[src/rtl/core/vnhf_pkg.sv]
package vnhf_pkg;

  // Fixed-point format of fractions, weights and lattice values (Q0.F)
  localparam int FRAC_BITS = 24;
  localparam logic [24:0] ONE = 25'd1 << FRAC_BITS;

  // fmix64 finalizer multipliers
  localparam logic [63:0] FMIX_M1 = 64'hFF51AFD7ED558CCD;
  localparam logic [63:0] FMIX_M2 = 64'hC4CEB9FE1A85EC53;

  // lattice coordinate multipliers; LATTICE_X also spreads the field salt index
  localparam logic [63:0] LATTICE_X = 64'h9E3779B97F4A7C15;
  localparam logic [63:0] LATTICE_Z = 64'hC2B2AE3D27D4EB4F;

  // field scales in cells
  localparam int SCALE_BROAD   = 72;
  localparam int SCALE_MID     = 26;
  localparam int SCALE_SMALL   = 11;
  localparam int SCALE_PLATEAU = 90;
  localparam int SCALE_ROCK    = 15;

  // configuration register indexes
  typedef enum logic [0:0] {
    REG_SEED  = 1'b0,
    REG_LIMIT = 1'b1
  } cfg_reg_t;

  localparam logic [9:0] LIMIT_RESET = 10'd120;
  localparam logic [9:0] HEIGHT_MIN  = 10'd4;

endpackage

[src/rtl/core/vnhf_smooth.sv]
// Smoothstep of a Q0.F value, registers sq then prod; w is combinational off prod.
module vnhf_smooth
  import vnhf_pkg::*;
(
  input  logic        clk,
  input  logic        en,
  input  logic [24:0] u,
  output logic [24:0] w
);

  localparam logic [25:0] THREE = 26'(ONE) * 26'd3;

  logic [49:0] sq;
  logic [24:0] u_r;
  logic [50:0] prod;

  always_ff @(posedge clk) begin
    if (en) begin
      sq   <= 50'(u) * 50'(u);
      u_r  <= u;
      prod <= 51'(sq[48:24]) * 51'(THREE - {u_r, 1'b0});
    end
  end

  assign w = prod[48:24];

endmodule

[config.mk]
export PLATFORM = sky130hd
export DESIGN_NAME = vnhf_smooth
export DESIGN_NICKNAME = d
export VERILOG_FILES = /design/src/rtl/core/vnhf_pkg.sv /design/src/rtl/core/vnhf_smooth.sv
export SDC_FILE = /design/constraint.sdc
export NUM_CORES = 2
export LEC_CHECK = 0
export ABC_AREA = 1
export BUFFER_PORTS_ARGS = -buffer_cell sky130_fd_sc_hd__buf_2
export CORE_MARGIN = 2
export CORE_UTILIZATION = 44
export CTS_BUF_LIST = sky130_fd_sc_hd__clkbuf_4 sky130_fd_sc_hd__clkbuf_8
export CTS_CLUSTER_SIZE = 30
export DETAILED_ROUTE_END_ITERATION = 16
export GPL_TIMING_DRIVEN = 0
export HOLD_SLACK_MARGIN = 0.08
export PLACE_DENSITY = 0.66
export SLEW_MARGIN = 30
export SYNTH_ARGS = -nofsm -noshare
export SYNTH_HDL_FRONTEND = slang
export SYNTH_SLANG_ARGS = --single-unit
[constraint.sdc]
create_clock -name clk -period 9 [get_ports clk]
set_input_delay 0.9 -clock clk [delete_from_list [all_inputs] [get_ports clk]]
set_output_delay 0.9 -clock clk [all_outputs]
set_load 0.05 [all_outputs]
==> out/metrics.yaml <==
status: "complete, no violations"
core-area_um2: 98300
synth.area.top_cells: "fa_1 51%, inv_1 14%, ha_1 9.3%"
num_io_pins: 52
cts_tree: "yes"
worstPathMaxFanout: 10
die_h_um: 319
die_area_um2: 102000
slowest_stage: "fa_1"
tns_ns: 0
drtPass1Iterations: 6
hold_buffers: 0
pre_cts_slack_ns: -0.592
rsz0062_at_grt: "true"
clockBufferDepth: 2
min_from: "u[1]"
hold_class: "primary input to flop"
finalWeightedCongestion: 1.03
wl_per_cell_um: 20.8
fin_crit_ns: 8.66
slew-limit-headroom: 0.296
dp.cells: 6548
yosys.area.top_type_share: 0.508
worstSetupPathType: "flop to flop"
slew_viol_final: 0
grt_pass1_vias: 36597
crit_buf_inv: 9
drcViolationCount: 0
critical_path_required_ns: 9.17
synth-seq-cells: 75
startpoint: "sq[0]"
yosysUniqueCellTypes: 46
drtAntennaViolNets: 0
grt_max_degree: 51
areaGrowthSynthToFinish_pct: 5.07
fin_nets: 6732
critPathMaxStageDelay_ns: 0.57
synth_edf_count: 75
rows: 115
crit_arrival_ns: 8.83
post-synth-top-count-cell: "inv_1"
grt_usage: 0.278
synth_cells: 5209
initial_core_util: 0.444
ys.flop_type: "edfxtp_1"
vias: 33929
grt_pass1_wl_mm: 212
finalNonFillerCells: 6568
synth_nets: 6666
path_delay_family: "adder cells"
synth_common_cells: "1618 x inv_1, 1107 x fa_1, 912 x nand2_1"
worstReg2RegStart: "sq[0]"
min_period_over_period: 0.962
worst_slew_pin_slew_ns: 1.06
cts_sinks: 75
wl_mm: 137
portBuffers: 51
worst_setup_path_start_kind: "flop"
fmax_ghz: 0.115
synth_top_cell_by_area: "fa_1"
ys_seq_area_frac: 0.0516
syn_area_um2: 43600
final_util: 0.467
dpl.hpwl_mm: 117
antenna_found_initial: 1
syn_area_per_cell_um2: 8.38
vias_per_cell: 5.17
clk_latency_ns: 0.44
nFillCells: 9758
cts.root.buffer_cell: "clkbuf_8"
path_clk_slew_ns: 0.09
setup_viol: 0
async_flop_share: 0
overflow: 0
skew_ns: 0.0396
hold_viol: 0
synth_warnings: 0
cap_viol_max_count: 0
final.setup.worst_slack_ns: 0.338
final_layout_size_suffix_gt1_frac: 0.0288
die_w_um: 319
cts.htree.levels: 3
cts_buffers: 9
drt_iter0_drc: 3092
endpoint_kind: "flop"
==> sequential cells by signal, summed over array words and instances, names as in the netlist <==
register / flops
u_r: 24
sq: 26
prod: 25
==> timing repair <==
item,4_1_cts,5_1_grt
resized for setup,14,20
setup endpoints to repair,13,21
hold endpoints to repair,0,0
setup buffers,0,7
pin swaps,0,1
==> path summary, 6_finish.rpt <==
check        slack (ns)  depth (start not counted)  endpoint
max                0.34                         32  prod[46]
min                0.67                          1    u_r[1]
max reg2reg        0.34                         32  prod[46]
min reg2reg        1.39                          8  prod[48]
==> metal layers <==
layer | GRT usage | wire (µm) | share of wire
met1 | 0.361 | 54400 | 0.40
met2 | 0.446 | 61700 | 0.45
met3 | 0.0729 | 14200 | 0.10
met4 | 0.108 | 6380 | 0.047
met5 | 0 | 12 | 0.000088
==> metrics by stage <==
step                      cell area (µm²)  hold slack, ns
final                               45900           0.674
after global routing                45800           0.651
after CTS                           45800           0.647
after detailed placement            45500            1.10
after global placement              45500            1.10
after floorplan                     43600           0.936
==> worst register-to-register path: cells and delay by family, from the launching register on <==
| kind | cells | cell delay (ns) |
|---|---|---|
| flip-flops | 1 | 0.41 |
| adder cells (fa/ha/maj) | 9 | 4.18 |
| XOR/XNOR | 1 | 0.15 |
| AND/OR/NAND/NOR | 10 | 2.06 |
| buffers and inverters | 9 | 1.12 |
| AO/OA/AOI/OAI | 3 | 0.51 |
==> kinds of logic after synthesis <==
logic type	share of synthesized area
adder cells (fa/ha/maj)	0.600
flip-flops	0.0516
AO/OA/AOI/OAI	0.0337
AND/OR/NAND/NOR	0.143
XOR/XNOR	0.0165
buffers and inverters	0.155
==> final cells by class <==
cell class                 count  area, µm²  area share
tap                         1287       1610      0.0351
clock inverter                 6       40.0    0.000873
antenna                        1       2.50   0.0000546
inverter                    1633       6150       0.134
clock buffer                  10        131     0.00287
timing repair buffer          59        338     0.00737
sequential                    75       2250      0.0491
buffer                       162        653      0.0142
multi-input combinational   3335      34700       0.756
==> cell usage in the layout (no fill, tap or decap), drive strengths merged, types with 5 or more instances in the layout <==
cell,instances
o21bai,15
nand4,16
a21o,18
or2,10
xnor2,29
xor2,53
nor2,505
buf,68
clkinv,11
clkinvlp,5
a21oi,104
nor4,14
inv,1623
ha,323
nand3,82
o21a,8
fa,1107
nand2,914
clkbuf,163
a31oi,19
o21ai,78
nor3,20
edfxtp,75
Power is left out: the tool's default activity adds up to more than one toggle a clock period on the data nets, which glitch-free logic cannot reach.
